--- config.mk ---
export PLATFORM = sky130hd
export DESIGN_NAME = rsenc_back
export DESIGN_NICKNAME = d
export VERILOG_FILES = /design/src/rtl/rsenc_pkg.sv /design/src/rtl/rsenc_back.sv
export SDC_FILE = /design/constraint.sdc
export NUM_CORES = 2
export LEC_CHECK = 0
export BUFFER_PORTS_ARGS = -buffer_cell sky130_fd_sc_hd__buf_2
export CAP_MARGIN = 20
export CORE_MARGIN = 2
export CORE_UTILIZATION = 40
export CTS_CLUSTER_DIAMETER = 60
export DETAILED_ROUTE_END_ITERATION = 6
export PLACE_DENSITY_LB_ADDON = 0.1
export SLEW_MARGIN = 20
export SYNTH_ARGS = -nofsm -noshare
export SYNTH_HDL_FRONTEND = slang
export SYNTH_SLANG_ARGS = --single-unit
--- constraint.sdc ---
create_clock -name clk -period 5.2 [get_ports clk]
set_input_delay 0.26 -clock clk [delete_from_list [all_inputs] [get_ports clk]]
set_output_delay 0.26 -clock clk [all_outputs]
set_load 0.05 [all_outputs]
--- src/rtl/rsenc_pkg.sv ---
// Types, constants and GF(256) arithmetic for the Reed-Solomon encoder.
package rsenc_pkg;

    typedef logic [7:0] gf_elem_t;
    typedef logic [4:0] cfg_count_t;

    // Low byte of the field polynomial x^8+x^4+x^3+x^2+1
    localparam gf_elem_t   FIELD_LOW    = 8'h1d;
    localparam cfg_count_t RESET_PARITY = 5'd10;
    localparam int         QUEUE_DEPTH  = 2;

    // One data item as it travels from the front to the back
    typedef struct packed {
        gf_elem_t data_byte;
        logic     block_end;
    } item_t;

    // Head of the item queue as seen by the back end
    typedef struct packed {
        logic  valid;
        item_t item;
    } queue_head_t;

    // Generator builder status
    typedef struct packed {
        logic busy;
        logic restart;
    } gen_status_t;

    // Multiply by alpha
    function automatic gf_elem_t gf_xtime(gf_elem_t a);
        return {a[6:0], 1'b0} ^ (a[7] ? FIELD_LOW : 8'h00);
    endfunction

    // Full GF(256) product, shift and add over the bits of b
    function automatic gf_elem_t gf_mul(gf_elem_t a, gf_elem_t b);
        gf_elem_t p;
        gf_elem_t x;
        p = '0;
        x = a;
        for (int k = 0; k < 8; k++)
        begin
            if (b[k])
            begin
                p = p ^ x;
            end
            x = gf_xtime(x);
        end
        return p;
    endfunction

endpackage

--- src/rtl/rsenc_back.sv ---
// Back end: remainder LFSR and parity output shifter.
module rsenc_back
    import rsenc_pkg::*;
#(
    parameter int MAX_PARITY = 30
)
(
    input  logic                               clk,
    input  logic                               rst_n,
    input  gen_status_t                        status,
    input  logic [$clog2(MAX_PARITY+1)-1:0]    count,
    input  gf_elem_t                           coeff [MAX_PARITY],
    input  queue_head_t                        head,
    output logic                               pop,
    input  logic                               out_ready,
    output logic                               out_valid,
    output gf_elem_t                           out_byte,
    output logic                               out_last
);

    localparam int CW = $clog2(MAX_PARITY + 1);
    localparam int IW = $clog2(MAX_PARITY);

    gf_elem_t      rem_reg [MAX_PARITY];
    gf_elem_t      rem_next [MAX_PARITY];
    gf_elem_t      rem_upd [MAX_PARITY];
    gf_elem_t      sh_reg [MAX_PARITY];
    gf_elem_t      sh_next [MAX_PARITY];
    logic [CW-1:0] cnt_reg, cnt_next;
    logic [IW-1:0] top_idx;
    gf_elem_t      fb;
    logic          out_fire;
    logic          sh_free;

    assign top_idx  = IW'(count - CW'(1));
    assign out_fire = out_valid && out_ready;
    assign sh_free  = (cnt_reg == '0) || ((cnt_reg == CW'(1)) && out_ready);

    // Take the next item unless the generator is busy or its parity would collide with the current drain
    assign pop = head.valid && !status.busy && (!head.item.block_end || sh_free);

    // One LFSR step: feedback times each generator tap
    assign fb = head.item.data_byte ^ rem_reg[top_idx];
    always_comb
    begin
        rem_upd[0] = gf_mul(fb, coeff[0]);
        for (int k = 1; k < MAX_PARITY; k++)
        begin
            rem_upd[k] = rem_reg[k-1] ^ gf_mul(fb, coeff[k]);
        end
    end

    // Update remainder, load or shift parity, count the drain
    always_comb
    begin
        rem_next = rem_reg;
        sh_next  = sh_reg;
        cnt_next = cnt_reg;
        if (out_fire)
        begin
            sh_next[0] = 8'h00;
            for (int k = 1; k < MAX_PARITY; k++)
            begin
                sh_next[k] = sh_reg[k-1];
            end
            cnt_next = cnt_reg - CW'(1);
        end
        if (status.restart)
        begin
            for (int k = 0; k < MAX_PARITY; k++)
            begin
                rem_next[k] = 8'h00;
            end
            cnt_next = '0;
        end
        else if (pop)
        begin
            if (head.item.block_end)
            begin
                for (int k = 0; k < MAX_PARITY; k++)
                begin
                    rem_next[k] = 8'h00;
                end
                sh_next  = rem_upd;
                cnt_next = count;
            end
            else
            begin
                rem_next = rem_upd;
            end
        end
    end

    always_ff @(posedge clk or negedge rst_n)
    begin
        if (!rst_n)
        begin
            for (int k = 0; k < MAX_PARITY; k++)
            begin
                rem_reg[k] <= 8'h00;
            end
            cnt_reg <= '0;
        end
        else
        begin
            rem_reg <= rem_next;
            cnt_reg <= cnt_next;
        end
    end

    // Parity payload needs no reset
    always_ff @(posedge clk)
    begin
        sh_reg <= sh_next;
    end

    assign out_valid = (cnt_reg != '0);
    assign out_byte  = sh_reg[top_idx];
    assign out_last  = (cnt_reg == CW'(1));

endmodule

==> metrics.cfg <==
[setup_path]
crit_required_ps=5740
crit_family=buffers and inverters
crit_start=count[2]
cp-end-kind=register
timing.rr.end=rem_reg[20]$_DFFE_PN0P_
cpPeakStageDelay_ps=600
slowest_stage=or4_4
r2r_start=rem_reg[115]$_DFFE_PN0P_
path_depth=17
crit_chain=dlygate4sd3_1, buf_2, buf_4, xor2_4, buf_12, buf_4, mux2i_2, a21oi_1, or4_4, a211oi_4, buf_4, o21ai_0, xnor2_1, xnor3_1, xor3_1, xor2_1, o21ai_0
cp_num_buf_inv=6
r2r_cells=14
crit_arrival_ps=5530
critPathMaxFanout=28
endpoint=rem_reg[42]$_DFFE_PN0P_
crit_path_frequent_cell=buf_4
crit_type=in -> reg
startpoint_type=primary input
r2r_slack_ps=420

[route]
first_pass_iters=7
drt-wirelength-per-cell_um=27.85
drc=1
wl_mm=238.6
vias=51030
viasPerCell=5.956
drt_iter0_markers=6069
drtAntennaViolNets=0

[yosys]
async_flop_share=0.5052
syn_area_per_cell_um2=7.721
synth_edf_count=0
ys_ff_latch=485
syn_inst=6729
synth_top_area_share=0.1602
syn_nets=6992
yosysWarnings=0
yosys.cell_types.count=65
synthFlopType=dfrtp_1
synth_top_cell_by_area=nand2_1
ys_seq_area_frac=0.2105
netlist_top_cells_count=nand2_1, xnor2_1, clkbuf_1
syn_area_mm2=0.05196
yosysMostFrequentCell=nand2_1
netlist_top_cells_area=nand2_1, xnor2_1, dfrtp_1

[global_routing]
grtUsageTotal=0.3513
grt_max_degree=136
overflow=0
grt_pass1_vias=48040
grt_pass1_wl_mm=342.5
antenna_found_initial=19

[final_layout]
fin_nets=7006
drive_above_1_share=0.1394
syn2layout_area_growth_pct=15.12
fin_util=0.4631

[floorplan]
start_util=0.4023
die_y_um=364.4
die_w_um=364.4
boundaryPins=271
die_area_mm2=0.1328
std_cell_rows=132
core_area_mm2=0.1292

[cts]
cts_setup_buffers=0
path_clk_slew_ps=50
cts.sinks=485
cts_tree=yes
cts-root-buf=clkbuf_16
cts_buffers=86
insertion_delay_ps=690
clk_path_buf_depth=3
cts_max_level=3

[timing]
timing.final.crit_period_ps=4991
rsz0062_at_grt=no
max_freq_mhz=200.4
slew_violations=0
fin_skew_ps=29.14
hold_ws_ps=40.01
setup_viol=0
fin_crit_sh=0.9598
hold_violations=0
tns_ps=0
tightest_slew_ps=1063
relSlewSlack=0.2897

[run_status]
failed_checks=DRC
status=finished with violations

[hold_path]
hp-class=in -> reg

[power]
p_leak_nw=27.27
power_density_mw_per_mm2=775.0
peakVddDrop_uv=612.5

[placement]
io_buffers=270
routabilityCongestion=0.9882
hpwl_mm=165.9

[flow_run]
drv_cap=0

## worst min-delay path: stages
cell,delay [ps]
buf_2,130
nand2_1,170
a211oi_1,100
## how the worst min path moves through the flow
stage	slack, ps	to	startpoint	depth (start not counted)
after global routing	60	cnt_reg[3]$_DFF_PN0_	head[0]	3
after floorplan	-40	cnt_reg[0]$_DFF_PN0_	rst_n	0
after detailed placement	170	cnt_reg[0]$_DFF_PN0_	rst_n	1
after global placement	180	cnt_reg[2]$_DFF_PN0_	rst_n	1
after CTS	10	cnt_reg[3]$_DFF_PN0_	head[0]	3
final	40	cnt_reg[3]$_DFF_PN0_	head[0]	3
## per-layer routing
layer / share of wire / track usage / vias to the layer above
li1: - / - / 22400
met1: 0.42 / 0.4802 / 25210
met2: 0.44 / 0.5424 / 2869
met3: 0.098 / 0.06944 / 538
met4: 0.043 / 0.1426 / 10
met5: 0.00028 / 0 / -
## cells in the final DEF (no fill, tap or decap), types with 10 or more instances in the layout
cell type	instances
a31o_2	13
clkbuf_1	10
inv_1	32
or4_1	19
o21ai_1	70
a32o_1	27
clkbuf_8	13
dfxtp_1	240
o21ai_0	419
xnor3_1	249
mux4_2	110
buf_4	244
o211a_1	34
o211ai_1	40
diode_2	12
dfrtp_1	245
nand3_1	112
inv_6	10
a21o_1	56
xnor2_1	757
a21oi_1	298
nor3b_1	21
xor3_1	14
clkinv_2	13
nor2_1	70
a311oi_1	11
bufinv_16	13
a211oi_1	33
buf_12	88
and3_1	213
clkbuf_16	86
buf_2	268
mux2i_1	51
or3_1	28
a22oi_1	80
clkinv_4	11
a22o_1	36
nand2_1	2213
xor2_1	415
## where the power goes
group          switching (mW)  internal [mW]  total (mW)  leakage [nW]
registers                1.56           5.15        6.72          5.38
clock network            2.32           3.88        6.19          1.49
logic                    17.7           15.7        33.4          20.4
total                    21.6           24.7        46.4          27.3
## logic make-up (layout without fill, tap and decap cells)
group	Yosys count	in the layout	share of synthesized area
adder cells (fa/ha/maj)	3	3	0.0007225
multiplexers	169	169	0.05922
XOR/XNOR	1458	1458	0.3186
AND/OR/NAND/NOR	2720	2720	0.2160
other	0	12	0
flip-flops	485	485	0.2105
buffers and inverters	714	800	0.05642
AO/OA/AOI/OAI	1180	1180	0.1386
## per-stage QoR
step	cells	setup WS (ps)	cell area (µm²)	total power [mW]
after global placement	8391	-160.4	56670	39.17
after floorplan	6729	249.0	51960	29.49
after detailed placement	8391	-187.3	56670	39.47
after CTS	8557	219.8	59770	45.84
after global routing	8561	46.59	59790	48.74
final	8569	208.8	59810	46.35
## cell type report
cell class              count  area, µm²
clock buffers             108       2355
diodes                     12      30.03
well taps                1742       2180
flip-flops and latches    485      10940
fillers                 12880      69340
repair buffers            608       5024
inverters                  32      120.1
multi-input cells        5530      38480
clock inverters            52      685.7
## what timing repair did
item / 4_1_cts / 5_1_grt
hold buffers: 6 / 0
endpoints found under the setup margin: 0 / 37
gates resized for setup: 0 / 3
hold endpoints to repair: 44 / 0
No activity file was read; power rests on OpenSTA's default activity.
