[config.mk]
export PLATFORM = sky130hd
export DESIGN_NAME = rsenc_gen
export DESIGN_NICKNAME = d
export VERILOG_FILES = /design/src/rtl/rsenc_pkg.sv /design/src/rtl/rsenc_gen.sv
export SDC_FILE = /design/constraint.sdc
export NUM_CORES = 2
export LEC_CHECK = 0
export BUFFER_PORTS_ARGS = -buffer_cell sky130_fd_sc_hd__buf_2
export CAP_MARGIN = 20
export CORE_MARGIN = 2
export CORE_UTILIZATION = 50
export DETAILED_ROUTE_END_ITERATION = 8
export HOLD_SLACK_MARGIN = 0.05
export PLACE_DENSITY = 0.67
export SYNTH_ARGS = -nofsm -noshare
export SYNTH_HDL_FRONTEND = slang
export SYNTH_SLANG_ARGS = --single-unit
[constraint.sdc]
create_clock -name clk -period 4.5 [get_ports clk]
set_input_delay 0.225 -clock clk [delete_from_list [all_inputs] [get_ports clk]]
set_output_delay 0.225 -clock clk [all_outputs]
set_load 0.01 [all_outputs]
[src/rtl/rsenc_pkg.sv]
// Types, constants and GF(256) arithmetic for the Reed-Solomon encoder.
package rsenc_pkg;

    typedef logic [7:0] gf_elem_t;
    typedef logic [4:0] cfg_count_t;

    // Low byte of the field polynomial x^8+x^4+x^3+x^2+1
    localparam gf_elem_t   FIELD_LOW    = 8'h1d;
    localparam cfg_count_t RESET_PARITY = 5'd10;
    localparam int         QUEUE_DEPTH  = 2;

    // One data item as it travels from the front to the back
    typedef struct packed {
        gf_elem_t data_byte;
        logic     block_end;
    } item_t;

    // Head of the item queue as seen by the back end
    typedef struct packed {
        logic  valid;
        item_t item;
    } queue_head_t;

    // Generator builder status
    typedef struct packed {
        logic busy;
        logic restart;
    } gen_status_t;

    // Multiply by alpha
    function automatic gf_elem_t gf_xtime(gf_elem_t a);
        return {a[6:0], 1'b0} ^ (a[7] ? FIELD_LOW : 8'h00);
    endfunction

    // Full GF(256) product, shift and add over the bits of b
    function automatic gf_elem_t gf_mul(gf_elem_t a, gf_elem_t b);
        gf_elem_t p;
        gf_elem_t x;
        p = '0;
        x = a;
        for (int k = 0; k < 8; k++)
        begin
            if (b[k])
            begin
                p = p ^ x;
            end
            x = gf_xtime(x);
        end
        return p;
    endfunction

endpackage

[src/rtl/rsenc_gen.sv]
// Generator polynomial builder: one root factor multiplied in per cycle.
module rsenc_gen
    import rsenc_pkg::*;
#(
    parameter int MAX_PARITY = 30
)
(
    input  logic                               clk,
    input  logic                               rst_n,
    input  logic                               cfg_fire,
    input  cfg_count_t                         cfg_value,
    output logic [$clog2(MAX_PARITY+1)-1:0]    count,
    output gf_elem_t                           coeff [MAX_PARITY],
    output gen_status_t                        status
);

    localparam int CW         = $clog2(MAX_PARITY + 1);
    localparam int ResetCount = (int'(RESET_PARITY) > MAX_PARITY) ? MAX_PARITY
                                                                   : int'(RESET_PARITY);

    logic [CW-1:0] count_reg, count_next;
    logic [CW-1:0] step_reg, step_next;
    gf_elem_t      root_reg, root_next;
    gf_elem_t      poly_reg [MAX_PARITY];
    gf_elem_t      poly_next [MAX_PARITY];
    gf_elem_t      poly_step [MAX_PARITY];
    logic [CW-1:0] clamped;
    logic          busy;

    // Saturate the written count into 1..MAX_PARITY
    always_comb
    begin
        if (cfg_value == '0)
        begin
            clamped = CW'(1);
        end
        else if (int'(cfg_value) > MAX_PARITY)
        begin
            clamped = CW'(MAX_PARITY);
        end
        else
        begin
            clamped = CW'(cfg_value);
        end
    end

    assign busy = (step_reg < count_reg);

    // Multiply the current polynomial by (x + root)
    always_comb
    begin
        poly_step[0] = gf_mul(poly_reg[0], root_reg);
        for (int j = 1; j < MAX_PARITY; j++)
        begin
            poly_step[j] = poly_reg[j-1] ^ gf_mul(poly_reg[j], root_reg);
        end
    end

    // Restart on a write, advance one factor per cycle while busy
    always_comb
    begin
        count_next = count_reg;
        step_next  = step_reg;
        root_next  = root_reg;
        poly_next  = poly_reg;
        if (cfg_fire)
        begin
            count_next = clamped;
            step_next  = '0;
            root_next  = 8'h01;
            for (int j = 0; j < MAX_PARITY; j++)
            begin
                poly_next[j] = (j == 0) ? 8'h01 : 8'h00;
            end
        end
        else if (busy)
        begin
            step_next = step_reg + CW'(1);
            root_next = gf_xtime(root_reg);
            poly_next = poly_step;
        end
    end

    always_ff @(posedge clk or negedge rst_n)
    begin
        if (!rst_n)
        begin
            count_reg <= CW'(ResetCount);
            step_reg  <= '0;
            root_reg  <= 8'h01;
            for (int j = 0; j < MAX_PARITY; j++)
            begin
                poly_reg[j] <= (j == 0) ? 8'h01 : 8'h00;
            end
        end
        else
        begin
            count_reg <= count_next;
            step_reg  <= step_next;
            root_reg  <= root_next;
            poly_reg  <= poly_next;
        end
    end

    assign count          = count_reg;
    assign coeff          = poly_reg;
    assign status.busy    = busy;
    assign status.restart = cfg_fire;

endmodule

==> results_dict.tcl <==
set metrics [dict create \
    start_kind "register" \
    setup_tns_ps 0 \
    final_nets 5930 \
    relSlewSlack 0.331 \
    drtAntennaViolNets 0 \
    drv_slew 0 \
    place_inst 7035 \
    clock-sinks 258 \
    initial_core_util 0.503 \
    yosys.cell_count.top_type "nand2_1" \
    end_kind "register" \
    clk_pin_slew_ps 60 \
    cts-resized-gates 0 \
    clockBufferDepth 3 \
    gp_congestion 0.862 \
    synthesis.nets 6115 \
    worstHoldPathCells 2 \
    drt_iter0_drc 2805 \
    reg2reg_depth 8 \
    status "finished, final reports clean" \
    synth.distinct_cells 47 \
    portBuffers 254 \
    cpPeakStageDelay_ps 830 \
    syn_to_final_growth_pct 5.32 \
    power.static_leakage_nw 16.6 \
    r2r_end "coeff[186]" \
    io_pins 255 \
    post_drt_via_cell_ratio 5.41 \
    r2r_start "count[1]" \
    core_mm2 0.0881 \
    power_density_mw_per_mm2 734 \
    synthArstFlopShare 1.00 \
    htreeDepth 2 \
    critPathBufInv 2 \
    worstSetupPathDepth 8 \
    worstPathArrival_ps 3440 \
    instances_no_fill 7110 \
    synthTopCellsByArea "xnor2_1, xor2_1, nand2_1, dfrtp_1, buf_2" \
    numCtsBuffers 38 \
    synth_top_area_cell "xnor2_1" \
    cpLargestDelayFamily "simple AND/OR/NAND/NOR gates" \
    row_count 109 \
    synth_flop_cell "dfrtp_1" \
    die-area_mm2 0.0909 \
    place_hpwl_um 82400 \
    grt_pass1_vias 37289 \
    worstHoldPathType "in -> reg" \
    syn_avg_cell_area_um2 7.26 \
    final-hold-violation-count 0 \
    fmax_ghz 0.339 \
    crit_chain "inv_1 > ha_1 > a21o_1 > a21oi_1 > o21a_2 > nor2b_4 > buf_4 > a22o_1" \
    gr-total-overflow 0 \
    fp.dieW_um 302 \
    synthCells 6102 \
    diodes 0 \
    worstPathMaxFanout 22 \
    yosysTopAreaCellShare 0.331 \
    crit_slowest_cell "nor2b_4" \
    synth-edff-count 0 \
    routed_wirelength_um 134000 \
    ys_seq_elements 258 \
    cts_root_buffer "clkbuf_16" \
    rsz0062_at_grt "no" \
    grt_pass1_wl_um 213000 \
    whs_ps 173 \
    die_y_um 302 \
    drc_errors 0 \
    clock_latency_ps 580 \
    grt_max_degree 143 \
    synth_area_mm2 0.0443 \
    vias 38448 \
    worstPathRequired_ps 4990 \
    worstHoldStart "cfg_fire" \
    r2r_slack_ps 1550 \
    fin_crit_sh 0.655 \
    fin_util 0.529 \
    layout-drive-gt1-share 0.0796 \
    post_drt_wl_per_cell_um 18.8 \
    fin_crit_ps 2950 \
    total_power_w 0.0342 \
    drv_cap 0 \
    cts_tree "done" \
    synth_commonest_cells "nand2_1, xnor2_1, xor2_1, buf_2, o21ai_0" \
    gr-usage-all-layers 0.289 \
    yosysWarnings 0 \
    antenna_found_initial 1 \
    largest_register_ff_count 240 \
    worstSetupPathType "reg -> reg" \
    worstMarginPinSlew_ps 1000 \
    setup_viol_count_final 0 \
    ir_drop_mv 0.393 \
    first_pass_iters 6 \
    fin_skew_ps 34.0 \
    hold_path_end "step_reg[3]" \
    synth-seq-area-share 0.146 \
]
per-stage QoR:
stage	setup WS [ps]	area [um2]
global route	1450	46600
global placement	1590	45300
finish	1550	46600
floorplan	2200	44300
CTS	1560	46600
detailed placement	1590	45300
area by class of cell:
class	instances	area [um2]
clock buffer	59	1180
clock inverter	9	72.6
fill	8543	41500
inverter	13	48.8
multi-input combinational	5282	35300
sequential	258	6490
tap	1165	1460
timing repair buffer	324	2080
kinds of logic (layout without fill, tap and decap cells):
| family | count (synthesis) | count (layout) | synth area share |
|---|---|---|---|
| flip-flops | 258 | 258 | 0.146 |
| multiplexers | 83 | 83 | 0.0201 |
| buffers and inverters | 562 | 405 | 0.0580 |
| adder cells (fa/ha/maj) | 5 | 5 | 0.00141 |
| AND/OR/NAND/NOR | 2064 | 2064 | 0.181 |
| AO/OA/AOI/OAI | 518 | 518 | 0.0689 |
| XOR/XNOR | 2612 | 2612 | 0.525 |
power breakdown:
| group | internal [W] | switching, W | total, W |
|---|---|---|---|
| registers | 0.00310 | 0.00379 | 0.00689 |
| clock network | 0.00186 | 0.00125 | 0.00311 |
| logic | 0.0113 | 0.0130 | 0.0242 |
| total | 0.0162 | 0.0180 | 0.0342 |
worst register-to-register path, cell delays in order (launching register included):
cell and delay (ps):
dfstp_2 530, inv_1 50, ha_1 290, a21o_1 160, a21oi_1 140, o21a_2 320, nor2b_4 840, buf_4 380
a22o_1 160
worst max-delay path by stage:
| stage | startpoint | end |
|---|---|---|
| 6_report | count[1] | coeff[186] |
| 3_3_place_gp | count[1] | root_reg[5] |
| 2_1_floorplan | count[1] | coeff[205] |
| 4_1_cts | count[1] | coeff[154] |
| 3_5_place_dp | count[1] | coeff[186] |
| 5_1_grt | count[1] | coeff[186] |
routing by layer:
metal  wire [um]  track usage
met5          17            0
met4        4050       0.0951
met3        9420       0.0424
met2       62500        0.480
met1       58000        0.383
cells in the final DEF (no fill, tap or decap), types with 4 or more instances in the layout:
| cell type | netlist | layout |
|---|---|---|
| nand2_1 | 1841 | 1841 |
| o21ai_0 | 260 | 260 |
| xor2_2 | 27 | 27 |
| nor2_1 | 115 | 113 |
| nor2b_1 | 16 | 13 |
| mux2_2 | 46 | 46 |
| a21oi_1 | 97 | 97 |
| xnor2_1 | 1673 | 1673 |
| o22ai_1 | 14 | 14 |
| o211ai_1 | 11 | 11 |
| clkbuf_1 | 165 | 9 |
| buf_12 | 0 | 19 |
| ha_1 | 5 | 5 |
| xnor3_1 | 8 | 8 |
| nand2b_1 | 70 | 68 |
| a211oi_1 | 7 | 7 |
| nand3_1 | 8 | 8 |
| a22oi_1 | 55 | 55 |
| dfrtp_4 | 0 | 7 |
| a22o_1 | 39 | 39 |
| clkinv_2 | 0 | 7 |
| buf_2 | 263 | 253 |
| inv_1 | 12 | 12 |
| mux2i_1 | 37 | 37 |
| a222oi_1 | 9 | 9 |
| buf_4 | 32 | 43 |
| o21ai_1 | 8 | 8 |
| a2bb2oi_1 | 7 | 7 |
| dlygate4sd3_1 | 0 | 6 |
| a221oi_1 | 4 | 4 |
| clkbuf_8 | 0 | 9 |
| xor2_1 | 901 | 901 |
| clkbuf_16 | 0 | 41 |
| dfrtp_1 | 254 | 247 |
what timing repair did:
item | CTS | global route
hold endpoints to repair | 93 | 0
hold buffers | 6 | 0
setup buffers | 0 | 0
No activity file was read; power rests on OpenSTA's default activity.
