--- src/rtl/rsenc_pkg.sv ---
// Types, constants and GF(256) arithmetic for the Reed-Solomon encoder.
package rsenc_pkg;

    typedef logic [7:0] gf_elem_t;
    typedef logic [4:0] cfg_count_t;

    // Low byte of the field polynomial x^8+x^4+x^3+x^2+1
    localparam gf_elem_t   FIELD_LOW    = 8'h1d;
    localparam cfg_count_t RESET_PARITY = 5'd10;
    localparam int         QUEUE_DEPTH  = 2;

    // One data item as it travels from the front to the back
    typedef struct packed {
        gf_elem_t data_byte;
        logic     block_end;
    } item_t;

    // Head of the item queue as seen by the back end
    typedef struct packed {
        logic  valid;
        item_t item;
    } queue_head_t;

    // Generator builder status
    typedef struct packed {
        logic busy;
        logic restart;
    } gen_status_t;

    // Multiply by alpha
    function automatic gf_elem_t gf_xtime(gf_elem_t a);
        return {a[6:0], 1'b0} ^ (a[7] ? FIELD_LOW : 8'h00);
    endfunction

    // Full GF(256) product, shift and add over the bits of b
    function automatic gf_elem_t gf_mul(gf_elem_t a, gf_elem_t b);
        gf_elem_t p;
        gf_elem_t x;
        p = '0;
        x = a;
        for (int k = 0; k < 8; k++)
        begin
            if (b[k])
            begin
                p = p ^ x;
            end
            x = gf_xtime(x);
        end
        return p;
    endfunction

endpackage

--- src/rtl/rsenc_front.sv ---
// Front end: accept data items into a short queue.
module rsenc_front
    import rsenc_pkg::*;
(
    input  logic        clk,
    input  logic        rst_n,
    input  gen_status_t status,
    input  logic        in_valid,
    input  item_t       in_item,
    output logic        in_ready,
    output queue_head_t head,
    input  logic        pop
);

    localparam int PW = (QUEUE_DEPTH > 1) ? $clog2(QUEUE_DEPTH) : 1;
    localparam int FW = $clog2(QUEUE_DEPTH + 1);

    item_t         mem_reg [QUEUE_DEPTH];
    logic [PW-1:0] wr_ptr_reg, wr_ptr_next;
    logic [PW-1:0] rd_ptr_reg, rd_ptr_next;
    logic [FW-1:0] fill_reg, fill_next;
    logic          push;

    // Hold off items while the generator is rebuilt or the queue is full
    assign in_ready = !status.busy && (fill_reg != FW'(QUEUE_DEPTH));
    assign push     = in_valid && in_ready;

    // Advance pointers and fill level
    always_comb
    begin
        wr_ptr_next = wr_ptr_reg;
        rd_ptr_next = rd_ptr_reg;
        fill_next   = fill_reg;
        if (push)
        begin
            wr_ptr_next = (wr_ptr_reg == PW'(QUEUE_DEPTH - 1)) ? '0 : wr_ptr_reg + PW'(1);
        end
        if (pop)
        begin
            rd_ptr_next = (rd_ptr_reg == PW'(QUEUE_DEPTH - 1)) ? '0 : rd_ptr_reg + PW'(1);
        end
        if (push && !pop)
        begin
            fill_next = fill_reg + FW'(1);
        end
        else if (pop && !push)
        begin
            fill_next = fill_reg - FW'(1);
        end
    end

    always_ff @(posedge clk or negedge rst_n)
    begin
        if (!rst_n)
        begin
            wr_ptr_reg <= '0;
            rd_ptr_reg <= '0;
            fill_reg   <= '0;
        end
        else
        begin
            wr_ptr_reg <= wr_ptr_next;
            rd_ptr_reg <= rd_ptr_next;
            fill_reg   <= fill_next;
        end
    end

    // Store the accepted item
    always_ff @(posedge clk)
    begin
        if (push)
        begin
            mem_reg[wr_ptr_reg] <= in_item;
        end
    end

    assign head.valid = (fill_reg != '0);
    assign head.item  = mem_reg[rd_ptr_reg];

endmodule

--- config.mk ---
export PLATFORM = sky130hd
export DESIGN_NAME = rsenc_front
export DESIGN_NICKNAME = d
export VERILOG_FILES = /design/src/rtl/rsenc_pkg.sv /design/src/rtl/rsenc_front.sv
export SDC_FILE = /design/constraint.sdc
export NUM_CORES = 1
export LEC_CHECK = 0
export ABC_AREA = 1
export BUFFER_PORTS_ARGS = -buffer_cell sky130_fd_sc_hd__buf_2
export CAP_MARGIN = 10
export CORE_MARGIN = 2
export CORE_UTILIZATION = 53
export DETAILED_ROUTE_END_ITERATION = 8
export GPL_ROUTABILITY_DRIVEN = 0
export GPL_TIMING_DRIVEN = 0
export PLACE_DENSITY = 0.81
export SKIP_LAST_GASP = 1
export SLEW_MARGIN = 10
export SYNTH_ARGS = -nofsm -noshare
export SYNTH_HDL_FRONTEND = slang
export SYNTH_SLANG_ARGS = --single-unit
--- constraint.sdc ---
create_clock -name clk -period 3.8 [get_ports clk]
set_input_delay 1.14 -clock clk [delete_from_list [all_inputs] [get_ports clk]]
set_output_delay 1.14 -clock clk [all_outputs]
set_load 0.01 [all_outputs]
==> qor.csv, run 1 <==
stage,metric,value,unit
clocking,postCtsSetupBuffers,0,
worst_setup_path,timing.critical_path.mode_cell,buf_2,
sta,period_share,0.6878,
sta,fin_tns_setup,0,ns
drt,routedWlPerCell,12.97,um
clocking,holdBufCountCts,0,
synthesis,synth_area,912.1,um^2
drt,route.vias.total,522,
floorplan,ioPinCount,26,
synthesis,ys.warnings.count,0,
floorplan,core-area,1559,um^2
clocking,postCtsResizedCells,0,
worst_setup_path,path_buf_inv,2,
finish,syn_to_final_growth,18.24,%
sta,worst_pin_slew,0.7461,ns
synthesis,yosys_register_bits,22,
drt,drc,0,
synthesis,postSynthCellCount,58,
worst_setup_path,worstSetupEndpointType,primary output,
synthesis,ys_seq_area_frac,0.7023,
sta,finalSetupViolCount,0,
clocking,numCtsBuffers,3,
clocking,clkLatencyLatePin,0.30,ns
worst_setup_path,crit_family,buffers and inverters,
finish,drive_above_1_share,0.4419,
placement,port_buffers,24,
global_route,grt_use_total,0.1534,
global_route,grt_pass1_wl,2083,um
pwr,power_leakage,0.4968,nW
floorplan,die_area,2069,um^2
worst_setup_path,worstPathCellList,buf_2 > a21oi_1 > buf_2,
sta,fmax,382.6,MHz
global_route,antenna_found_initial,0,
floorplan,rows,14,
global_route,overflow,0,
global_route,grt_pass1_vias,512,
finish,nets,103,
sta,clock_skew,0.005541,ns
drt,ant_nets,0,
pwr,ir_drop,334.6,uV
synthesis,synth.distinct_cells,14,
worst_setup_path,crit_arrival,1.47,ns
worst_setup_path,cp_max_fo,2,
run_status,status,"complete, no violations",
placement,hpwl,1025,um
synthesis,syn_nets,74,
drt,firstDrtPassIters,4,
synthesis,avgSynthCellArea,15.73,um^2
sta,period_minus_slack,2.613,ns
finish,num-fill-cells,117,
clocking,cts_tree,done,
placement,place_area,1052,um^2
drt,wirelength,1323,um
finish,diodes,0,
sta,maxSlewViolCount,0,
sta,rsz0062_at_grt,false,
clocking,h-tree-depth,1,
pwr,p_per_area,635.3,nW/um^2
clocking,cts_max_path_buffers,2,
worst_setup_path,r2r_cells,4,
worst_setup_path,cp_slowest_stage_delay,0.14,ns
clocking,cts_sinks,22,
sta,finalHoldViolations,0,
worst_setup_path,crit_path_start_kind,input pin,
job,cap_violations,0,
clocking,clk_pin_slew_worst_paths,0.11,ns
hold_path,min_path_cells,2,
floorplan,fp.dieW,45.49,um
worst_setup_path,cp_slowest_cell,buf_2,
drt,avgViaCountPerCell,5.118,
drt,drtIter0Drc,7,
finish,design_area,1079,um^2
global_route,grt_max_degree,13,
finish,largest_reg_flops,18,
worst_setup_path,crit_required,2.66,ns
floorplan,initial_utilization,0.5851,
worst_setup_path,path_depth,3,
floorplan,die_h,45.49,um
sta,relSlewSlack,0.5008,
clocking,root_buffer,clkbuf_4,
hold_path,worstHoldPathType,reg2reg,
worst_setup_path,crit_type,in2out,
==> where the power goes <==
group	internal (mW)	switching, mW	leakage (nW)
clock	0.0382	0.0645	0.0154
combinational	0.128	0.124	0.269
sequential	0.309	0.0212	0.212
==> cell type report <==
cell class	instances	area, um^2	area share
sequential	22	640.6	0.5940
multi-input combinational	26	226.5	0.2100
timing repair buffer	24	120.1	0.1114
inverter	9	33.78	0.03132
clock buffer	3	22.52	0.02088
tap	16	20.02	0.01856
buffer	1	11.26	0.01044
clock inverter	1	3.754	0.003480
==> metrics by stage <==
step / hold slack, ns / util / worst slack, ns / power (mW) / instances
3_5_place_dp: 0.4664 / 0.6750 / 1.178 / 0.5931 / 98
4_1_cts: 0.4940 / 0.6918 / 1.178 / 0.6948 / 102
5_1_grt: 0.5258 / 0.6918 / 1.167 / 0.7302 / 102
6_report: 0.4876 / 0.6918 / 1.187 / 0.6851 / 102
3_3_place_gp: 0.4539 / 0.6750 / 1.185 / 0.5799 / 98
2_1_floorplan: 0.4419 / - / 1.321 / 0.5169 / 58
==> routing by layer <==
metal	share of wire	vias to the layer above	global-route usage
met3	0.043	0	0.05159
met1	0.43	249	0.1603
met5	0	-	0
met4	0	0	0.08824
met2	0.53	14	0.2648
li1	-	259	-
==> tightest hold or removal path, stage by stage (launching register included) <==
cell and delay [ns]:
dfrtp_1 0.36, nand2_1 0.06, nand2_1 0.05
==> kinds of logic (layout without fill, tap and decap cells) <==
| logic type | after synthesis | after routing | synth area share |
|---|---|---|---|
| XOR/XNOR | 2 | 2 | 0.01921 |
| multiplexers | 9 | 9 | 0.1481 |
| AND/OR/NAND/NOR | 13 | 13 | 0.06172 |
| AO/OA/AOI/OAI | 1 | 1 | 0.005482 |
| buffers and inverters | 10 | 38 | 0.04938 |
| flip-flops | 22 | 22 | 0.7023 |
| adder cells (fa/ha/maj) | 1 | 1 | 0.01372 |
==> cell usage after synthesis, drive strengths merged <==
cell type / count / share of area
ha: 1 / 0.014
nor2: 1 / 0.0041
buf: 1 / 0.012
mux2: 9 / 0.15
nand4: 2 / 0.014
xnor2: 1 / 0.0096
a21oi: 1 / 0.0055
nand2: 8 / 0.033
dfrtp: 4 / 0.11
inv: 9 / 0.037
nand3: 2 / 0.011
edfxtp: 18 / 0.59
xor2: 1 / 0.0096
==> final timing paths <==
path / start / to / slack, ns
max in group asynchronous: rst_n / fill_reg[0] / 3.05
hold / removal: wr_ptr_reg / wr_ptr_reg / 0.49
min in group asynchronous: rst_n / fill_reg[1] / 0.63
setup / recovery: status[1] / in_ready / 1.19
hold reg to reg: wr_ptr_reg / wr_ptr_reg / 0.49
setup reg to reg: fill_reg[0] / mem_reg[1][4] / 2.18
==> cells in the final DEF, fill, tap and decap left out <==
master	n
ha_1	1
xor2_1	1
inv_1	8
clkinv_1	1
clkbuf_4	3
xnor2_1	1
dfrtp_1	4
buf_6	1
edfxtp_1	18
nand2_1	8
nor2_1	1
nand3_1	2
mux2_4	9
buf_2	24
nand4_1	2
inv_2	1
a21oi_1	1
Note: power is estimated with default switching activity, not from simulation.
==> run 2, diff against run 1 <==
--- a/config.mk
+++ b/config.mk
@@ -5,15 +5,15 @@
 export SDC_FILE = /design/constraint.sdc
 export NUM_CORES = 1
 export LEC_CHECK = 0
-export ABC_AREA = 1
+export ABC_AREA = 0
 export BUFFER_PORTS_ARGS = -buffer_cell sky130_fd_sc_hd__buf_2
 export CAP_MARGIN = 10
 export CORE_MARGIN = 2
-export CORE_UTILIZATION = 53
+export CORE_UTILIZATION = 48
 export DETAILED_ROUTE_END_ITERATION = 8
 export GPL_ROUTABILITY_DRIVEN = 0
 export GPL_TIMING_DRIVEN = 0
-export PLACE_DENSITY = 0.81
+export PLACE_DENSITY = 0.75
 export SKIP_LAST_GASP = 1
 export SLEW_MARGIN = 10
 export SYNTH_ARGS = -nofsm -noshare
==> constraint.sdc (replaced) <==
create_clock -name clk -period 2.5 [get_ports clk]
set_input_delay 0.75 -clock clk [delete_from_list [all_inputs] [get_ports clk]]
set_output_delay 0.75 -clock clk [all_outputs]
set_load 0.01 [all_outputs]
==> run 2 against run 1 <==
Net effect: via count is 10% lower; combinational power grew 25%; highest routed layer is now met4; non-clock buffer count did not move; largest cell class unchanged; setup slack got worse by 0.81 ns; sequential share of layout area increased by 2.3 points; clock skew decreased by 0.0011 ns.
==> qor.csv, run 2 <==
stage,metric,value,unit,change
sta,relSlewSlack,0.4639,,-0.03686
sta,maxSlewViolCount,0,,unchanged
worst_setup_path,path_buf_inv,2,,unchanged
synthesis,syn_nets,62,,-16%
synthesis,synth.most_common_cell,edfxtp_1,,
synthesis,synth_area_leaders,"edfxtp_1 (63%), dfrtp_1 (12%), mux2_2 (10%)",,
sta,finalHoldViolations,0,,unchanged
worst_setup_path,r2r_end,mem_reg[0][4],,
floorplan,die_area,2148,um^2,+3.8%
clocking,holdBufCountCts,0,,unchanged
synthesis,avgSynthCellArea,18.71,um^2,+19%
worst_setup_path,crit_required,1.75,ns,-0.91 ns
global_route,grt_use_total,0.1210,,-0.03240
sta,period_share,0.8492,,
global_route,antenna_found_initial,0,,unchanged
drt,drtIter0Drc,12,,+5
run_status,status,"complete, no violations",,
worst_setup_path,crit_type,reg2out,,
worst_setup_path,crit_arrival,1.37,ns,-0.10 ns
sta,worst_pin_slew,0.8025,ns,+0.05640 ns
sta,fin_tns_setup,0,ns,unchanged
drt,drc,0,,unchanged
sta,finalSetupViolCount,0,,unchanged
pwr,power_leakage,0.4151,nW,-16%
synthesis,synth_edf_count,18,,unchanged
synthesis,ys.warnings.count,0,,unchanged
clocking,h-tree-depth,1,,unchanged
pwr,combPwrFrac,0.324,,-0.044
worst_setup_path,cp_slowest_cell,mux2_2,,
pwr,pwr-share-clk,0.159,,+0.009
drt,routedWlPerCell,11.51,um,-11%
sta,rsz0062_at_grt,false,,
synthesis,postSynthCellCount,46,,-21%
global_route,grt_pass1_vias,432,,-16%
worst_setup_path,timing.critical_path.mode_cell,buf_2,,
finish,diodes,0,,unchanged
global_route,overflow,0,,unchanged
sta,period_minus_slack,2.123,ns,
pwr,sw_frac_of_total,0.2891,,-0.01667
synthesis,synth_common_cells,"edfxtp_1 (18), mux2_2 (8), dfrtp_1 (4), xor2_1 (4), nor2_1 (2)",,
worst_setup_path,worstPathCellList,buf_2 > mux2_2 > buf_2,,
clocking,root_buffer,clkbuf_4,,
finish,final_cell_mix,"buf_2 (25), edfxtp_1 (18), mux2_2 (8)",,
drt,ant_nets,0,,unchanged
pwr,power.total,0.9756,mW,+42%
worst_setup_path,cp_slowest_stage_delay,0.37,ns,+0.23 ns
pwr,p_seq_frac,0.518,,+0.036
synthesis,yosys_register_bits,22,,unchanged
sta,clock_skew,0.004476,ns,-0.001065 ns
global_route,grt_max_degree,13,,unchanged
clocking,clk_pin_slew_worst_paths,0.10,ns,about the same
synthesis,synth_area_leader_cell,edfxtp_1,,
pwr,p_int,0.6935,mW,+46%
drt,firstDrtPassIters,4,,unchanged
finish,drive_above_1_share,0.5270,,+0.08517
drt,route.vias.total,469,,-10%
clocking,postCtsResizedCells,0,,unchanged
clocking,postCtsSetupBuffers,0,,unchanged
sta,fmax,471.0,MHz,
worst_setup_path,cp_max_fo,10,,+8
placement,port_buffers,24,,unchanged
finish,nets,91,,-12%
global_route,grt_pass1_wl,1738,um,-17%
floorplan,core-area,1708,um^2,+9.6%
worst_setup_path,r2r_start,fill_reg[1],,
finish,largest_reg_flops,18,,unchanged
synthesis,synth.distinct_cells,15,,+1
pwr,p_per_area,939.4,nW/um^2,+48%
synthesis,async_flop_share,0.1818,,unchanged
synthesis,ys_seq_area_frac,0.7442,,+0.04185
synthesis,synth_flop_cell,edfxtp_1,,
pwr,power.switching,0.2821,mW,+35%
drt,avgViaCountPerCell,4.737,,-7.4%
placement,hpwl,839.2,um,-18%
floorplan,initial_utilization,0.5040,,-0.08104
clocking,cts_tree,done,,
worst_setup_path,worstSetupEndpointType,primary output,,
drt,wirelength,1139,um,-14%
finish,final_common_cell,buf_2,,
worst_setup_path,r2r_cells,3,,-1
clocking,cts_max_path_buffers,2,,unchanged
clocking,cts_sinks,22,,unchanged
floorplan,rows,15,,+1
clocking,numCtsBuffers,3,,unchanged
job,cap_violations,0,,unchanged
worst_setup_path,crit_path_start_kind,flip-flop,,
finish,syn_to_final_growth,20.64,%,
worst_setup_path,rrSetupSlack,0.64,ns,-1.54 ns
floorplan,ioPinCount,26,,unchanged
hold_path,worstHoldPathType,in2async,,
pwr,ir_drop,478.0,uV,+43%
synthesis,synth_top_area_frac,0.6279,,+0.03531
worst_setup_path,crit_family,buffers and inverters,,
floorplan,die_h,46.35,um,+1.9%
floorplan,fp.dieW,46.35,um,+1.9%
synthesis,synth_area,860.8,um^2,-5.6%
clocking,clkLatencyLatePin,0.29,ns,about the same
run 2: cell count changes in the layout (fill, tap and decap cells not counted), moves of 2 or more:
cell	delta
mux2_2	+8
nand3_1	-2
nand2_1	-8
xor2_1	+3
mux2_4	-9
nand4_1	-2
inv_1	-7
run 2: logic make-up after synthesis:
family | synth area share
xor+xnor | 0.05087
fa+ha+maj | 0.01453
buf+inv | 0.01016
flops | 0.7442
mux | 0.1177
simple gates | 0.06252
run 2: cell type report:
cell class	instances	area (um^2)
multi-input cells	22	211.5
inverters	1	3.754
plain buffers	1	5.005
fillers	136	669.4
well taps	25	31.28
clock buffers	4	26.28
repair buffers	24	120.1
flip-flops and latches	22	640.6
run 2: how the worst max path moves through the flow:
stage / startpoint / end / cells after the start
floorplan: status[1] / mem_reg[0][0] / 2
global placement: status[1] / mem_reg[0][1] / 3
detailed placement: status[1] / mem_reg[0][1] / 3
CTS: rd_ptr_reg / head[5] / 3
global route: rd_ptr_reg / head[4] / 3
finish: rd_ptr_reg / head[4] / 3
run 2: power groups by stage:
stage	sequential, mW	clock (mW)	combinational [mW]
3_3_place_gp	0.511	0	0.315
6_report	0.505	0.155	0.316
3_5_place_dp	0.513	0	0.323
4_1_cts	0.506	0.163	0.324
2_1_floorplan	0.506	0	0.223
5_1_grt	0.515	0.176	0.348
run 2: metal layers:
layer	global-route usage	wire length, um	vias up
met3	0.03922	59	2
met2	0.2111	614	18
met4	0.06857	16	0
met5	0	0	-
met1	0.1256	449	224
li1	-	-	225
run 2: stage by stage:
stage	hold WS (ns)	utilization	instance area, um^2	setup WS, ns	instances
final	0.2403	0.6081	1039	0.3770	99
after global routing	0.2192	0.6081	1039	0.2904	99
after CTS	0.2293	0.6081	1039	0.3494	99
after detailed placement	0.4718	0.5927	1012	0.2728	95
after global placement	0.4680	0.5927	1012	0.2946	95
after floorplan	0.4470	-	860.8	0.6508	46
run 2: worst register-to-register path: cells and delay by family (launching register included):
kind	cells	cell delay, ns
AND/OR/NAND/NOR	3	1.09
flip-flops	1	0.41
